$ cat config.mk
export PLATFORM = sky130hd
export DESIGN_NAME = trial_division_factorizer_flat
export DESIGN_NICKNAME = d
export VERILOG_FILES = /design/src/hw/rtl/tdf_pkg.sv /design/src/hw/rtl/tdf_if.sv /design/src/hw/rtl/tdf_div.sv /design/src/hw/rtl/trial_division_factorizer.sv /design/src/flat_wrapper.sv
export SDC_FILE = /design/constraint.sdc
export NUM_CORES = 1
export LEC_CHECK = 0
export BUFFER_PORTS_ARGS = -buffer_cell sky130_fd_sc_hd__clkbuf_2
export CAP_MARGIN = 10
export CELL_PAD_IN_SITES_DETAIL_PLACEMENT = 0
export CELL_PAD_IN_SITES_GLOBAL_PLACEMENT = 2
export CORE_MARGIN = 2
export CORE_UTILIZATION = 35
export CTS_CLUSTER_DIAMETER = 50
export DETAILED_ROUTE_END_ITERATION = 10
export PLACE_DENSITY_LB_ADDON = 0.1
export SLEW_MARGIN = 20
export SYNTH_ARGS = -nofsm -noshare
export SYNTH_HDL_FRONTEND = slang
export SYNTH_SLANG_ARGS = --single-unit
export TNS_END_PERCENT = 30
$ cat constraint.sdc
create_clock -name clock -period 10 [get_ports clock]
set_clock_uncertainty 0.15 [all_clocks]
set_input_delay 0 -clock clock [delete_from_list [all_inputs] [get_ports clock]]
set_output_delay 0 -clock clock [all_outputs]
set_load 0.1 [all_outputs]
$ cat src/hw/rtl/tdf_pkg.sv
// Shared constants, types and the divider status struct for the
// trial-division factorizer. No dependencies.
package tdf_pkg;

   localparam int NUMBER_BITS    = 31;
   localparam int FIELD_BITS     = 31;
   localparam int EXP_BITS       = 5;
   localparam int MAX_RESULTS    = 9;
   localparam int COUNT_BITS     = 4;
   localparam int DIV_COUNT_BITS = $clog2(NUMBER_BITS + 1);

   localparam logic [EXP_BITS-1:0] EXP_MAX = 5'd31;

   typedef logic [NUMBER_BITS-1:0]    number_type;
   typedef logic [FIELD_BITS-1:0]     field_type;
   typedef logic [EXP_BITS-1:0]       exp_type;
   typedef logic [COUNT_BITS-1:0]     count_type;
   typedef logic [DIV_COUNT_BITS-1:0] div_count_type;

   // Divider status toward the sequencer
   typedef struct packed {
      logic       done;
      number_type quotient;
      number_type remainder;
   } div_out_type;

endpackage

$ cat src/hw/rtl/tdf_if.sv
// Valid/ready channels of the factorizer: request (number) and response
// (prime, exponent, last, empty_res). Depends on tdf_pkg.
interface tdf_req_if;
   logic                 valid;
   logic                 ready;
   tdf_pkg::field_type   number;

   modport source (output valid, output number, input ready);
   modport sink   (input valid, input number, output ready);
endinterface

interface tdf_rsp_if;
   logic                 valid;
   logic                 ready;
   tdf_pkg::field_type   prime;
   tdf_pkg::exp_type     exponent;
   logic                 last;
   logic                 empty_res;

   modport source (output valid, output prime, output exponent, output last,
                   output empty_res, input ready);
   modport sink   (input valid, input prime, input exponent, input last,
                   input empty_res, output ready);
endinterface

$ cat src/hw/rtl/tdf_div.sv
// Bit-serial restoring divider: one quotient bit per cycle.
// Depends on tdf_pkg.
module tdf_div (
   input  logic                 clock,
   input  logic                 reset,
   input  logic                 start,
   input  tdf_pkg::number_type  dividend,
   input  tdf_pkg::number_type  divisor,
   output tdf_pkg::div_out_type status
);

   localparam int NB = tdf_pkg::NUMBER_BITS;

   tdf_pkg::number_type    rem_ff, rem_in;
   tdf_pkg::number_type    quo_ff, quo_in;
   tdf_pkg::number_type    dvs_ff, dvs_in;
   tdf_pkg::div_count_type cnt_ff, cnt_in;
   logic                   busy_ff, busy_in;
   logic                   done_ff, done_in;
   logic [NB+1:0]          diff;

   // Trial subtract of the divisor from the shifted partial remainder
   assign diff = {1'b0, rem_ff, quo_ff[NB-1]} - {2'b00, dvs_ff};

   always_comb begin
      rem_in  = rem_ff;
      quo_in  = quo_ff;
      dvs_in  = dvs_ff;
      cnt_in  = cnt_ff;
      busy_in = busy_ff;
      done_in = 1'b0;
      if (start) begin
         rem_in  = '0;
         quo_in  = dividend;
         dvs_in  = divisor;
         cnt_in  = tdf_pkg::div_count_type'(NB);
         busy_in = 1'b1;
      end else if (busy_ff) begin
         // Keep the difference when it did not borrow
         if (!diff[NB+1]) begin
            rem_in = diff[NB-1:0];
         end else begin
            rem_in = {rem_ff[NB-2:0], quo_ff[NB-1]};
         end
         quo_in = {quo_ff[NB-2:0], ~diff[NB+1]};
         cnt_in = cnt_ff - tdf_pkg::div_count_type'(1);
         if (cnt_ff == tdf_pkg::div_count_type'(1)) begin
            busy_in = 1'b0;
            done_in = 1'b1;
         end
      end
   end

   always_ff @(posedge clock) begin
      if (reset) begin
         busy_ff <= 1'b0;
         done_ff <= 1'b0;
         cnt_ff  <= '0;
      end else begin
         busy_ff <= busy_in;
         done_ff <= done_in;
         cnt_ff  <= cnt_in;
      end
      rem_ff <= rem_in;
      quo_ff <= quo_in;
      dvs_ff <= dvs_in;
   end

   assign status.done      = done_ff;
   assign status.quotient  = quo_ff;
   assign status.remainder = rem_ff;

endmodule

$ cat src/hw/rtl/trial_division_factorizer.sv
// Each trial division runs in the bit-serial divider; an item takes one division per
// trial divisor and per factor found, plus the moves of its results.
// Throughput: one item at a time; the next request transfer follows the move of the
// final result into the output register. Synchronous active-high reset empties the
// output register and returns the sequencer to idle.
module trial_division_factorizer (
   input logic        clock,
   input logic        reset,
   tdf_req_if.sink    req,
   tdf_rsp_if.source  rsp
);

   localparam logic [2:0] S_IDLE  = 3'd0;
   localparam logic [2:0] S_START = 3'd1;
   localparam logic [2:0] S_DIV   = 3'd2;
   localparam logic [2:0] S_TAIL  = 3'd3;
   localparam logic [2:0] S_EMIT  = 3'd4;
   localparam logic [2:0] S_FINAL = 3'd5;

   logic [2:0]            state_ff, state_in;
   tdf_pkg::number_type   n_ff, n_in;
   tdf_pkg::number_type   d_ff, d_in;
   tdf_pkg::exp_type      e_ff, e_in;
   logic                  head_ff, head_in;
   tdf_pkg::count_type    count_ff, count_in;
   logic                  tail_after_ff, tail_after_in;
   tdf_pkg::number_type   cand_prime_ff, cand_prime_in;
   tdf_pkg::exp_type      cand_exp_ff, cand_exp_in;
   logic                  pend_valid_ff, pend_valid_in;
   tdf_pkg::number_type   pend_prime_ff, pend_prime_in;
   tdf_pkg::exp_type      pend_exp_ff, pend_exp_in;
   logic                  pend_empty_ff, pend_empty_in;
   logic                  rsp_valid_ff, rsp_valid_in;
   tdf_pkg::field_type    rsp_prime_ff, rsp_prime_in;
   tdf_pkg::exp_type      rsp_exp_ff, rsp_exp_in;
   logic                  rsp_last_ff, rsp_last_in;
   logic                  rsp_empty_ff, rsp_empty_in;
   logic                  div_start;
   tdf_pkg::div_out_type  div_status;
   tdf_pkg::number_type   req_num;
   logic                  out_free;
   logic                  room;

   tdf_div u_div (
      .clock    (clock),
      .reset    (reset),
      .start    (div_start),
      .dividend (n_ff),
      .divisor  (d_ff),
      .status   (div_status)
   );

   assign req_num   = tdf_pkg::number_type'(req.number);
   assign out_free  = !rsp_valid_ff || rsp.ready;
   assign room      = count_ff < tdf_pkg::count_type'(tdf_pkg::MAX_RESULTS);
   assign div_start = (state_ff == S_START);
   assign req.ready = (state_ff == S_IDLE);

   // Sequencer: divide, strip factors, hold one result back to mark the last
   always_comb begin
      state_in      = state_ff;
      n_in          = n_ff;
      d_in          = d_ff;
      e_in          = e_ff;
      head_in       = head_ff;
      count_in      = count_ff;
      tail_after_in = tail_after_ff;
      cand_prime_in = cand_prime_ff;
      cand_exp_in   = cand_exp_ff;
      pend_valid_in = pend_valid_ff;
      pend_prime_in = pend_prime_ff;
      pend_exp_in   = pend_exp_ff;
      pend_empty_in = pend_empty_ff;
      rsp_valid_in  = rsp_valid_ff && !rsp.ready;
      rsp_prime_in  = rsp_prime_ff;
      rsp_exp_in    = rsp_exp_ff;
      rsp_last_in   = rsp_last_ff;
      rsp_empty_in  = rsp_empty_ff;
      case (state_ff)
         S_IDLE: begin
            if (req.valid) begin
               n_in          = req_num;
               d_in          = tdf_pkg::number_type'(2);
               e_in          = '0;
               head_in       = 1'b1;
               count_in      = '0;
               pend_valid_in = 1'b0;
               if (req_num <= tdf_pkg::number_type'(1)) begin
                  // Zero and one give the single empty result
                  pend_valid_in = 1'b1;
                  pend_prime_in = '0;
                  pend_exp_in   = '0;
                  pend_empty_in = 1'b1;
                  state_in      = S_FINAL;
               end else begin
                  state_in = S_START;
               end
            end
         end
         S_START: begin
            state_in = S_DIV;
         end
         S_DIV: begin
            if (div_status.done) begin
               if (head_ff && (div_status.quotient < d_ff)) begin
                  // Divisor squared exceeds the remaining value
                  state_in = S_TAIL;
               end else if (div_status.remainder == '0) begin
                  head_in  = 1'b0;
                  n_in     = div_status.quotient;
                  if (e_ff != tdf_pkg::EXP_MAX) begin
                     e_in = e_ff + tdf_pkg::exp_type'(1);
                  end
                  state_in = S_START;
               end else begin
                  head_in = 1'b1;
                  d_in    = d_ff + tdf_pkg::number_type'(1);
                  e_in    = '0;
                  if (e_ff != '0) begin
                     if (room) begin
                        cand_prime_in = d_ff;
                        cand_exp_in   = e_ff;
                        tail_after_in = 1'b0;
                        state_in      = S_EMIT;
                     end else begin
                        state_in = S_TAIL;
                     end
                  end else begin
                     state_in = S_START;
                  end
               end
            end
         end
         S_TAIL: begin
            if ((n_ff > tdf_pkg::number_type'(1)) && room) begin
               cand_prime_in = n_ff;
               cand_exp_in   = tdf_pkg::exp_type'(1);
               tail_after_in = 1'b1;
               state_in      = S_EMIT;
            end else begin
               state_in = S_FINAL;
            end
         end
         S_EMIT: begin
            // Push the held result out, then hold the new one
            if (!pend_valid_ff || out_free) begin
               if (pend_valid_ff) begin
                  rsp_valid_in = 1'b1;
                  rsp_prime_in = tdf_pkg::field_type'(pend_prime_ff);
                  rsp_exp_in   = pend_exp_ff;
                  rsp_last_in  = 1'b0;
                  rsp_empty_in = pend_empty_ff;
               end
               pend_valid_in = 1'b1;
               pend_prime_in = cand_prime_ff;
               pend_exp_in   = cand_exp_ff;
               pend_empty_in = 1'b0;
               count_in      = count_ff + tdf_pkg::count_type'(1);
               state_in      = tail_after_ff ? S_FINAL : S_START;
            end
         end
         S_FINAL: begin
            if (out_free) begin
               rsp_valid_in  = 1'b1;
               rsp_prime_in  = tdf_pkg::field_type'(pend_prime_ff);
               rsp_exp_in    = pend_exp_ff;
               rsp_last_in   = 1'b1;
               rsp_empty_in  = pend_empty_ff;
               pend_valid_in = 1'b0;
               state_in      = S_IDLE;
            end
         end
         default: begin
            state_in = S_IDLE;
         end
      endcase
   end

   always_ff @(posedge clock) begin
      if (reset) begin
         state_ff      <= S_IDLE;
         pend_valid_ff <= 1'b0;
         rsp_valid_ff  <= 1'b0;
         count_ff      <= '0;
         head_ff       <= 1'b1;
      end else begin
         state_ff      <= state_in;
         pend_valid_ff <= pend_valid_in;
         rsp_valid_ff  <= rsp_valid_in;
         count_ff      <= count_in;
         head_ff       <= head_in;
      end
      n_ff          <= n_in;
      d_ff          <= d_in;
      e_ff          <= e_in;
      tail_after_ff <= tail_after_in;
      cand_prime_ff <= cand_prime_in;
      cand_exp_ff   <= cand_exp_in;
      pend_prime_ff <= pend_prime_in;
      pend_exp_ff   <= pend_exp_in;
      pend_empty_ff <= pend_empty_in;
      rsp_prime_ff  <= rsp_prime_in;
      rsp_exp_ff    <= rsp_exp_in;
      rsp_last_ff   <= rsp_last_in;
      rsp_empty_ff  <= rsp_empty_in;
   end

   assign rsp.valid     = rsp_valid_ff;
   assign rsp.prime     = rsp_prime_ff;
   assign rsp.exponent  = rsp_exp_ff;
   assign rsp.last      = rsp_last_ff;
   assign rsp.empty_res = rsp_empty_ff;

   // The final transfer always has a held result to send
   a_final_has_pend: assert property (@(posedge clock) disable iff (reset)
      (state_ff == S_FINAL) |-> pend_valid_ff)
      else $error("final state without a held result");

   // An empty result is always the last one of its number
   a_empty_is_last: assert property (@(posedge clock) disable iff (reset)
      (rsp_valid_ff && rsp_empty_ff) |-> rsp_last_ff)
      else $error("empty result not marked last");

   // Result count never passes the limit
   a_count_limit: assert property (@(posedge clock) disable iff (reset)
      count_ff <= tdf_pkg::count_type'(tdf_pkg::MAX_RESULTS))
      else $error("result count over limit");

   // Trial divisor is at least two while dividing
   a_divisor_min: assert property (@(posedge clock) disable iff (reset)
      (state_ff == S_DIV) |-> (d_ff >= tdf_pkg::number_type'(2)))
      else $error("trial divisor below two");

   // A new request is taken only with no result held back
   a_accept_clean: assert property (@(posedge clock) disable iff (reset)
      (req.valid && req.ready) |-> !pend_valid_ff)
      else $error("request taken with a held result");

endmodule
$ cat src/flat_wrapper.sv
// flat-port wrapper written by rule: the top's interface ports become plain ports
module trial_division_factorizer_flat 
  (clock, reset, req_valid, req_number, req_ready, rsp_valid, rsp_prime, rsp_exponent, rsp_last, rsp_empty_res, rsp_ready);
  tdf_req_if req_i ();
  tdf_rsp_if rsp_i ();
  input logic clock;
  input logic reset;
  input wire logic [$bits(req_i.valid)-1:0] req_valid;
  input wire logic [$bits(req_i.number)-1:0] req_number;
  output wire logic [$bits(req_i.ready)-1:0] req_ready;
  output wire logic [$bits(rsp_i.valid)-1:0] rsp_valid;
  output wire logic [$bits(rsp_i.prime)-1:0] rsp_prime;
  output wire logic [$bits(rsp_i.exponent)-1:0] rsp_exponent;
  output wire logic [$bits(rsp_i.last)-1:0] rsp_last;
  output wire logic [$bits(rsp_i.empty_res)-1:0] rsp_empty_res;
  input wire logic [$bits(rsp_i.ready)-1:0] rsp_ready;
  assign req_i.valid = req_valid;
  assign req_i.number = req_number;
  assign req_ready = req_i.ready;
  assign rsp_valid = rsp_i.valid;
  assign rsp_prime = rsp_i.prime;
  assign rsp_exponent = rsp_i.exponent;
  assign rsp_last = rsp_i.last;
  assign rsp_empty_res = rsp_i.empty_res;
  assign rsp_i.ready = rsp_ready;
  trial_division_factorizer u_core (.clock(clock), .reset(reset), .req(req_i), .rsp(rsp_i));
endmodule
==> results of run 1 <==
## synth_stat cells (7+ instances only)
| cell type | n |
|---|---|
| a21oi_1 | 69 |
| nor4_1 | 29 |
| o21ai_0 | 75 |
| xnor2_1 | 48 |
| mux2i_1 | 27 |
| clkbuf_1 | 43 |
| inv_1 | 87 |
| and2_1 | 7 |
| nand4_1 | 24 |
| and3_1 | 47 |
| xor2_1 | 12 |
| dfxtp_1 | 48 |
| a211oi_1 | 7 |
| edfxtp_1 | 241 |
| ha_1 | 69 |
| nand2_1 | 276 |
| nand3_1 | 30 |
| nor2b_1 | 9 |
| nor3_1 | 25 |
| o21a_1 | 11 |
| nor2_1 | 84 |
| a21o_1 | 26 |
## final timing paths
kind	start	endpoint	slack [ps]	cells after the start
setup / recovery	u_core.u_div.quo_ff[30]$_DFFE_PP_	u_core.u_div.rem_ff[22]$_SDFFE_PP0P_	6020	12
hold / removal	req_number[28]	u_core.n_ff[28]$_DFFE_PP_	150	4
setup reg to reg	u_core.u_div.quo_ff[30]$_DFFE_PP_	u_core.u_div.rem_ff[22]$_SDFFE_PP0P_	6020	12
hold reg to reg	u_core.pend_prime_ff[4]$_SDFFCE_PN0P_	u_core.rsp.prime[4]$_DFFE_PP_	270	0
## report_power, final
part	internal [uW]	total, uW	leakage, uW	switching (uW)
registers	1800	2060	0.00264	261
logic	761	2170	0.00365	1410
clock network	856	1390	0.000627	530
## state kept, by name, indices dropped and copies added (netlist names), 31 cells and up
| name | count |
|---|---|
| u_core.cand_prime_ff | 31 |
| u_core.d_ff | 31 |
| u_core.n_ff | 31 |
| u_core.pend_prime_ff | 31 |
| u_core.rsp.prime | 31 |
| u_core.u_div.dvs_ff | 31 |
| u_core.u_div.quo_ff | 31 |
| u_core.u_div.rem_ff | 31 |
## cell type report
type | count | share of cell area [%]
Sequential cell | 289 | 48.0
Tap cell | 532 | 3.89
Clock inverter | 22 | 1.36
Timing Repair Buffer | 122 | 4.88
Clock buffer | 48 | 6.16
Inverter | 88 | 1.93
Multi-Input combinational cell | 958 | 33.8
## layer usage
layer  vias to the layer above  global-route usage [%]  wire length, um
li1                       5193                       -                -
met2                       168                    29.9            18500
met4                         0                    3.97              547
met1                      5071                    25.8            19100
met3                        44                    2.69             1340
met5                         -                       0                0
## worst reg2reg max path, stage by stage (launching register included)
cell	delay [ps]
edfxtp_1	350
inv_1	90
ha_1	220
fa_1	430
nand2b_1	190
a21o_1	200
a21oi_2	300
a31oi_1	200
a41o_1	360
o21ai_4	510
buf_4	480
mux2i_1	260
a211oi_1	80
## kinds of logic (layout without fill, tap and decap cells)
family                   count (synthesis)  in the layout  synth area share [%]
adder cells (fa/ha/maj)                 70             70                  6.04
AO/OA/AOI/OAI                          240            240                  10.2
buffers and inverters                  150            280                  4.72
multiplexers                            27             27                  1.85
AND/OR/NAND/NOR                        561            561                  17.6
flip-flops                             289            289                  56.0
XOR/XNOR                                60             60                  3.59
## metrics by stage
step	std cells	setup WS, ps	util, %
floorplan	1397	4610	-
global placement	1952	5960	37.6
detailed placement	1953	5940	37.7
CTS	2059	5870	41.7
global route	2059	5800	41.7
finish	2059	6020	41.7
## timing repair
action                    CTS  global route
hold buffers               36             0
resized for setup           0             0
hold endpoints to repair   48             0
==> flow_summary.json, run 1 <==
{
  "fillCellCount": 3995,
  "syn_nets": 1502,
  "synth_area_leaders": "edfxtp_1 49%, nand2_1 7.1%, dfxtp_1 6.6%",
  "holdWs_ps": 148,
  "rows": 74,
  "clockBufferDepth": 3,
  "critPathMaxFanout": 25,
  "rsz0062_at_grt": "false",
  "final_cell_mix": "275 x nand2_1, 241 x edfxtp_1, 84 x inv_1",
  "slowest_delay_ps": 510,
  "finalSetupTns_ps": 0,
  "final_common_cell": "nand2_1",
  "cts_buffers": 39,
  "drc_errors": 0,
  "grt_max_degree": 70,
  "multi_input_area_um2": 5780,
  "netlist_instances": 1397,
  "ant_nets": 0,
  "min_path_type": "in2reg",
  "clk_latency_ps": 530,
  "die_w_um": 208,
  "syn_area_um2": 14600,
  "dr.first_iter.drc_count": 617,
  "placed_area_um2": 15400,
  "path_cells": "inv_1 > ha_1 > fa_1 > nand2b_1 > a21o_1 > a21oi_2 > a31oi_1 > a41o_1 > o21ai_4 > buf_4 > mux2i_1 > a211oi_1",
  "nets": 1603,
  "antenna_found_initial": 1,
  "syn2layout_area_growth_pct": 16.8,
  "gp_congestion": 0.793,
  "via_count": 10500,
  "post-route-period-util_pct": 39.8,
  "grt_pass1_wl_um": 61400,
  "p_per_area_nw_per_um2": 329,
  "fmax_mhz": 251,
  "ys_ff_latch": 289,
  "relSlewSlack_pct": 38.2,
  "setup_violations": 0,
  "drv_slew": 0,
  "async_reset_ff_share_pct": 0,
  "period_needed_ps": 3980,
  "die_h_um": 208,
  "crit_arrival_ps": 4190,
  "grtUsageTotal_pct": 18.3,
  "max-vdd-ir-drop_v": 0.000127,
  "slowest_stage": "o21ai_4",
  "yosys_warnings": 0,
  "finalPower_uw": 5620,
  "netlist-cell-type-count": 70,
  "hold_viol": 0,
  "htree_levels": 2,
  "final_cell_area_um2": 17100,
  "syn_area_per_cell_um2": 10.5,
  "totalWireLength_um": 39500,
  "port_buffers": 74,
  "cts_tree": "done",
  "ys_seq_area_share_pct": 56.0,
  "crit_type": "reg2reg",
  "root_buffer": "clkbuf_16",
  "worstPathRequired_ps": 10210,
  "crit_path_end_kind": "flip-flop",
  "cts_sinks": 289,
  "worst-path-buf-inv": 2,
  "synth.top_cell.area_share_pct": 49.5,
  "core_area_um2": 41000,
  "diodes": 0,
  "status": "finished clean",
  "dpl.hpwl_um": 27700,
  "path_clk_slew_ps": 60,
  "critPathLaunchType": "flip-flop",
  "worstMarginPinSlew_ps": 926,
  "wl_per_cell_um": 19.2,
  "yosysTopAreaCell": "edfxtp_1",
  "regArea_um2": 8200,
  "p_leak_uw": 0.00692,
  "synth_ff_type": "edfxtp_1",
  "crit_family": "compound AO/OA/AOI/OAI gates",
  "io_pins": 75,
  "synth_edf_count": 241,
  "grt_overflow": 0,
  "initial_core_util_pct": 35.7,
  "postCtsSetupBuffers": 0,
  "maxCapViolations": 0,
  "final_layout_size_suffix_gt1_share_pct": 11.6,
  "drt_pass1_iterations": 5,
  "die_area_um2": 43400,
  "first_global_vias": 10100,
  "avgViaCountPerCell": 5.09
}
No activity file was read; power rests on OpenSTA's default activity.
==> inputs of run 2 (changes only) <==
==> constraint.sdc (replaced) <==
create_clock -name clock -period 3.45 [get_ports clock]
set_clock_uncertainty 0.15 [all_clocks]
set_input_delay 0 -clock clock [delete_from_list [all_inputs] [get_ports clock]]
set_output_delay 0 -clock clock [all_outputs]
set_load 0.1 [all_outputs]
==> flow_summary.json, run 2 (synthesized netlist as in run 1, its figures left out) <==
{
  "gp_congestion": 0.792,
  "post-route-period-util_pct": 94.7,
  "dpl.hpwl_um": 28400,
  "grtUsageTotal_pct": 18.7,
  "rows": 74,
  "worst-path-buf-inv": 2,
  "holdWs_ps": 140,
  "worst_slack_ps": 182,
  "crit_path_end_kind": "flip-flop",
  "crit_family": "compound AO/OA/AOI/OAI gates",
  "cell_internal_pwr_uw": 10300,
  "power.switching_uw": 6600,
  "hold_viol": 0,
  "worstPathRequired_ps": 3690,
  "finalSetupTns_ps": 0,
  "diodes": 0,
  "crit_arrival_ps": 3510,
  "min_path_type": "in2reg",
  "port_buffers": 74,
  "rsz0062_at_grt": "false",
  "status": "finished clean",
  "die_area_um2": 43400,
  "final_cell_mix": "275 x nand2_1, 241 x edfxtp_1, 86 x inv_1",
  "first_global_vias": 10600,
  "final_cell_area_um2": 17600,
  "cts_sinks": 289,
  "final_common_cell": "nand2_1",
  "io_pins": 75,
  "die_h_um": 208,
  "power.clock.fraction_pct": 25.4,
  "grt_max_degree": 69,
  "nets": 1638,
  "dr.first_iter.drc_count": 603,
  "clockBufferDepth": 3,
  "seqPwrFrac_pct": 35.2,
  "cts_buffers": 42,
  "grt_pass1_wl_um": 63000,
  "grt_overflow": 0,
  "cp.depth": 12,
  "wl_per_cell_um": 19.3,
  "max-vdd-ir-drop_v": 0.000350,
  "htree_levels": 2,
  "relSlewSlack_pct": 35.2,
  "maxCapViolations": 0,
  "power_frac_comb_pct": 39.5,
  "die_w_um": 208,
  "regArea_um2": 8200,
  "worstMarginPinSlew_ps": 968,
  "drc_errors": 0,
  "ant_nets": 0,
  "critPathLaunchType": "flip-flop",
  "slowest_stage": "fa_1",
  "path_cells": "inv_1 > ha_1 > fa_1 > nand2b_1 > a21o_1 > a21oi_2 > a31oi_2 > a41o_2 > o21ai_4 > buf_12 > mux2i_1 > a21oi_1",
  "final_layout_size_suffix_gt1_share_pct": 14.2,
  "syn2layout_area_growth_pct": 20.2,
  "clk_latency_ps": 550,
  "initial_core_util_pct": 35.7,
  "period_needed_ps": 3270,
  "totalWireLength_um": 40600,
  "placed_area_um2": 15800,
  "drv_slew": 0,
  "core_area_um2": 41000,
  "p_leak_uw": 0.00717,
  "crit_type": "reg2reg",
  "avgViaCountPerCell": 5.08,
  "p_per_area_nw_per_um2": 964,
  "rr_worst_depth": 12,
  "antenna_found_initial": 1,
  "setup_violations": 0,
  "placement.setup.worst_slack_ps": 139,
  "via_count": 10700,
  "drt_pass1_iterations": 5,
  "multi_input_area_um2": 5800,
  "slowest_delay_ps": 420,
  "hold_depth": 4,
  "root_buffer": "clkbuf_16",
  "switching_share_pct": 38.9,
  "finalPower_uw": 16900,
  "fmax_mhz": 306,
  "path_clk_slew_ps": 60,
  "cts_tree": "done",
  "fillCellCount": 3896,
  "critPathMaxFanout": 15
}
-- run 2: power groups by stage --
stage,clock network (uW),registers [uW],logic (uW)
after floorplan,0,5820,4780
after global placement,0,6030,6620
after detailed placement,0,6030,6610
after CTS,4410,5960,6680
after global routing,4560,6090,7510
final,4300,5960,6690
-- run 2: cell type report --
type / instances / share of cell area, %
clock buffers: 50 / 6.51
clock inverters: 28 / 1.54
inverters: 88 / 1.88
multi-input cells: 958 / 33.0
flip-flops and latches: 289 / 46.6
well taps: 532 / 3.79
repair buffers: 154 / 6.64
-- run 2: final timing paths --
kind                                            start  slack (ps)                                  end
hold reg to reg   u_core.pend_exp_ff[2]$_SDFFCE_PN0P_         270     u_core.rsp.exponent[2]$_DFFE_PP_
setup reg to reg    u_core.u_div.quo_ff[30]$_DFFE_PP_         180  u_core.u_div.rem_ff[9]$_SDFFE_PP0P_
setup / recovery    u_core.u_div.quo_ff[30]$_DFFE_PP_         180  u_core.u_div.rem_ff[9]$_SDFFE_PP0P_
hold / removal                         req_number[24]         140            u_core.n_ff[24]$_DFFE_PP_
-- run 2: worst min-delay path: stages --
cell and delay (ps):
dlygate4sd3_1 520, clkbuf_2 110, nand2_1 50, nand2_1 50
-- run 2: repair_timing --
action | CTS | global route
hold buffers | 35 | 0
buffers inserted | 0 | 0
resized for setup | 0 | 5
setup endpoints to repair | 0 | 46
endpoints found under the hold margin | 48 | 0
-- run 2: stage by stage --
step | std cells | util, %
floorplan | 1397 | -
global placement | 1985 | 38.5
detailed placement | 1985 | 38.5
CTS | 2098 | 42.8
global route | 2099 | 42.9
finish | 2099 | 42.9
-- run 2: routing by layer --
metal | vias up | global-route usage (%) | share of wire (%)
li1 | 5284 | - | -
met1 | 5114 | 26.6 | 48
met2 | 196 | 30.4 | 47
met3 | 59 | 2.58 | 3.7
met4 | 0 | 4.29 | 1.7
met5 | - | 0 | 0
==> inputs of run 3 (changes only) <==
--- a/config.mk
+++ b/config.mk
@@ -13,7 +13,7 @@
 export CORE_UTILIZATION = 35
 export CTS_CLUSTER_DIAMETER = 50
 export DETAILED_ROUTE_END_ITERATION = 10
-export PLACE_DENSITY_LB_ADDON = 0.1
+export PLACE_DENSITY = 0.72
 export SLEW_MARGIN = 20
 export SYNTH_ARGS = -nofsm -noshare
 export SYNTH_HDL_FRONTEND = slang
==> constraint.sdc (replaced) <==
create_clock -name clock -period 3.65 [get_ports clock]
set_clock_uncertainty 0.15 [all_clocks]
set_input_delay 0 -clock clock [delete_from_list [all_inputs] [get_ports clock]]
set_output_delay 0 -clock clock [all_outputs]
set_load 0.1 [all_outputs]
==> flow_summary.json, run 3 (synthesized netlist as in run 1, its figures left out) <==
{
  "via_count": 10600,
  "grtUsageTotal_pct": 18.1,
  "power.switching_uw": 6030,
  "wl_met1_um": 18100,
  "dpl.hpwl_um": 27500,
  "htree_levels": 2,
  "power_frac_comb_pct": 39.9,
  "worstPathRequired_ps": 3880,
  "clk_latency_ps": 520,
  "crit_type": "reg2reg",
  "core_area_um2": 41000,
  "die_area_um2": 43400,
  "dr.first_iter.drc_count": 588,
  "root_buffer": "clkbuf_16",
  "final_cell_mix": "275 x nand2_1, 241 x edfxtp_1, 86 x inv_1",
  "port_buffers": 74,
  "switching_share_pct": 39.5,
  "min_path_type": "in2reg",
  "grt_max_degree": 63,
  "seqPwrFrac_pct": 37.0,
  "ant_nets": 0,
  "rows": 74,
  "first_global_vias": 10600,
  "max-vdd-ir-drop_v": 0.000390,
  "setup_violations": 0,
  "cts_sinks": 289,
  "period_needed_ps": 3370,
  "clockBufferDepth": 3,
  "worstMarginPinSlew_ps": 947,
  "totalWireLength_um": 39200,
  "holdWs_ps": 147,
  "grt_pass1_wl_um": 60900,
  "grt_overflow": 0,
  "relSlewSlack_pct": 36.7,
  "path_clk_slew_ps": 60,
  "rsz0062_at_grt": "false",
  "syn2layout_area_growth_pct": 17.3,
  "drt_pass1_iterations": 5,
  "diodes": 0,
  "die_w_um": 208,
  "die_h_um": 208,
  "wl_per_cell_um": 18.9,
  "drv_slew": 0,
  "finalSetupTns_ps": 0,
  "status": "finished clean",
  "final_common_cell": "nand2_1",
  "highest_layer": "met4",
  "maxCapViolations": 0,
  "drc_errors": 0,
  "cts_tree": "done",
  "io_pins": 75,
  "final_layout_size_suffix_gt1_share_pct": 12.6,
  "nets": 1621,
  "p_leak_uw": 0.00698,
  "fillCellCount": 3988,
  "postCtsSetupBuffers": 0,
  "critPathMaxFanout": 14,
  "avgViaCountPerCell": 5.09,
  "power.clock.fraction_pct": 23.1,
  "hold_viol": 0,
  "wl_met2_um": 18900,
  "critPathLaunchType": "flip-flop",
  "antenna_found_initial": 0,
  "cts_buffers": 37,
  "cell_internal_pwr_uw": 9250,
  "wl_met3_um": 1450,
  "fmax_mhz": 297,
  "post-route-period-util_pct": 92.2,
  "crit_arrival_ps": 3590,
  "p_per_area_nw_per_um2": 891,
  "initial_core_util_pct": 35.7,
  "gp_congestion": 0.833,
  "crit_path_end_kind": "flip-flop"
}
==> run 3: per-layer routing <==
metal / track usage (%) / up-vias
met2: 31.0 / 200
met3: 2.45 / 51
met1: 24.3 / 5087
met4: 4.09 / 0
met5: 0 / -
li1: - / 5221
==> run 3: worst paths after layout <==
check,startpoint,to,slack [ps],cells past startpoint
setup / recovery,u_core.u_div.quo_ff[30]$_DFFE_PP_,u_core.u_div.rem_ff[3]$_SDFFE_PP0P_,280,12
hold / removal,req_number[26],u_core.n_ff[26]$_DFFE_PP_,150,4
setup reg to reg,u_core.u_div.quo_ff[30]$_DFFE_PP_,u_core.u_div.rem_ff[3]$_SDFFE_PP0P_,280,12
hold reg to reg,u_core.pend_prime_ff[3]$_SDFFCE_PN0P_,u_core.rsp.prime[3]$_DFFE_PP_,270,0
==> run 3: cell type report <==
type                            count  area [um2]  share of cell area (%)
Inverter                           88         330                    1.92
Clock inverter                     22         216                    1.26
Tap cell                          532         666                    3.88
Timing Repair Buffer              142         993                    5.79
Sequential cell                   289        8200                    47.8
Multi-Input combinational cell    958        5800                    33.8
Clock buffer                       44         962                    5.61
==> run 3: power groups by stage <==
stage	registers [uW]	logic, uW	clock network (uW)
after floorplan	5510	4520	0
after global placement	5700	6060	0
after detailed placement	5710	6060	0
after CTS	5650	6130	3630
after global routing	5770	6850	3750
final	5650	6100	3530
==> run 3: per-stage QoR <==
stage / util (%) / setup WS (ps) / cells / power (uW) / area, um2
floorplan: - / 297 / 1397 / 10000 / 14600
global placement: 38.1 / 133 / 1974 / 11800 / 15600
detailed placement: 38.1 / 135 / 1974 / 11800 / 15600
CTS: 41.8 / 97.7 / 2075 / 15400 / 17200
global route: 41.8 / 97.6 / 2075 / 16400 / 17200
finish: 41.8 / 283 / 2075 / 15300 / 17200
==> run 3: worst max-delay path, stage by stage (launching register included) <==
cell      delay (ps)
edfxtp_1         350
inv_1             90
ha_1             220
fa_1             410
nand2b_1         180
a21o_1           200
a21oi_2          190
a31oi_1          210
a41o_1           400
o21ai_4          190
buf_4            290
mux2i_1          240
a21oi_1           90
==> run 3: repair_timing <==
action                                 CTS  global route
hold buffers                            35             0
gates resized for setup                  0             2
endpoints found under the hold margin   48             0
setup endpoints to repair                0            70
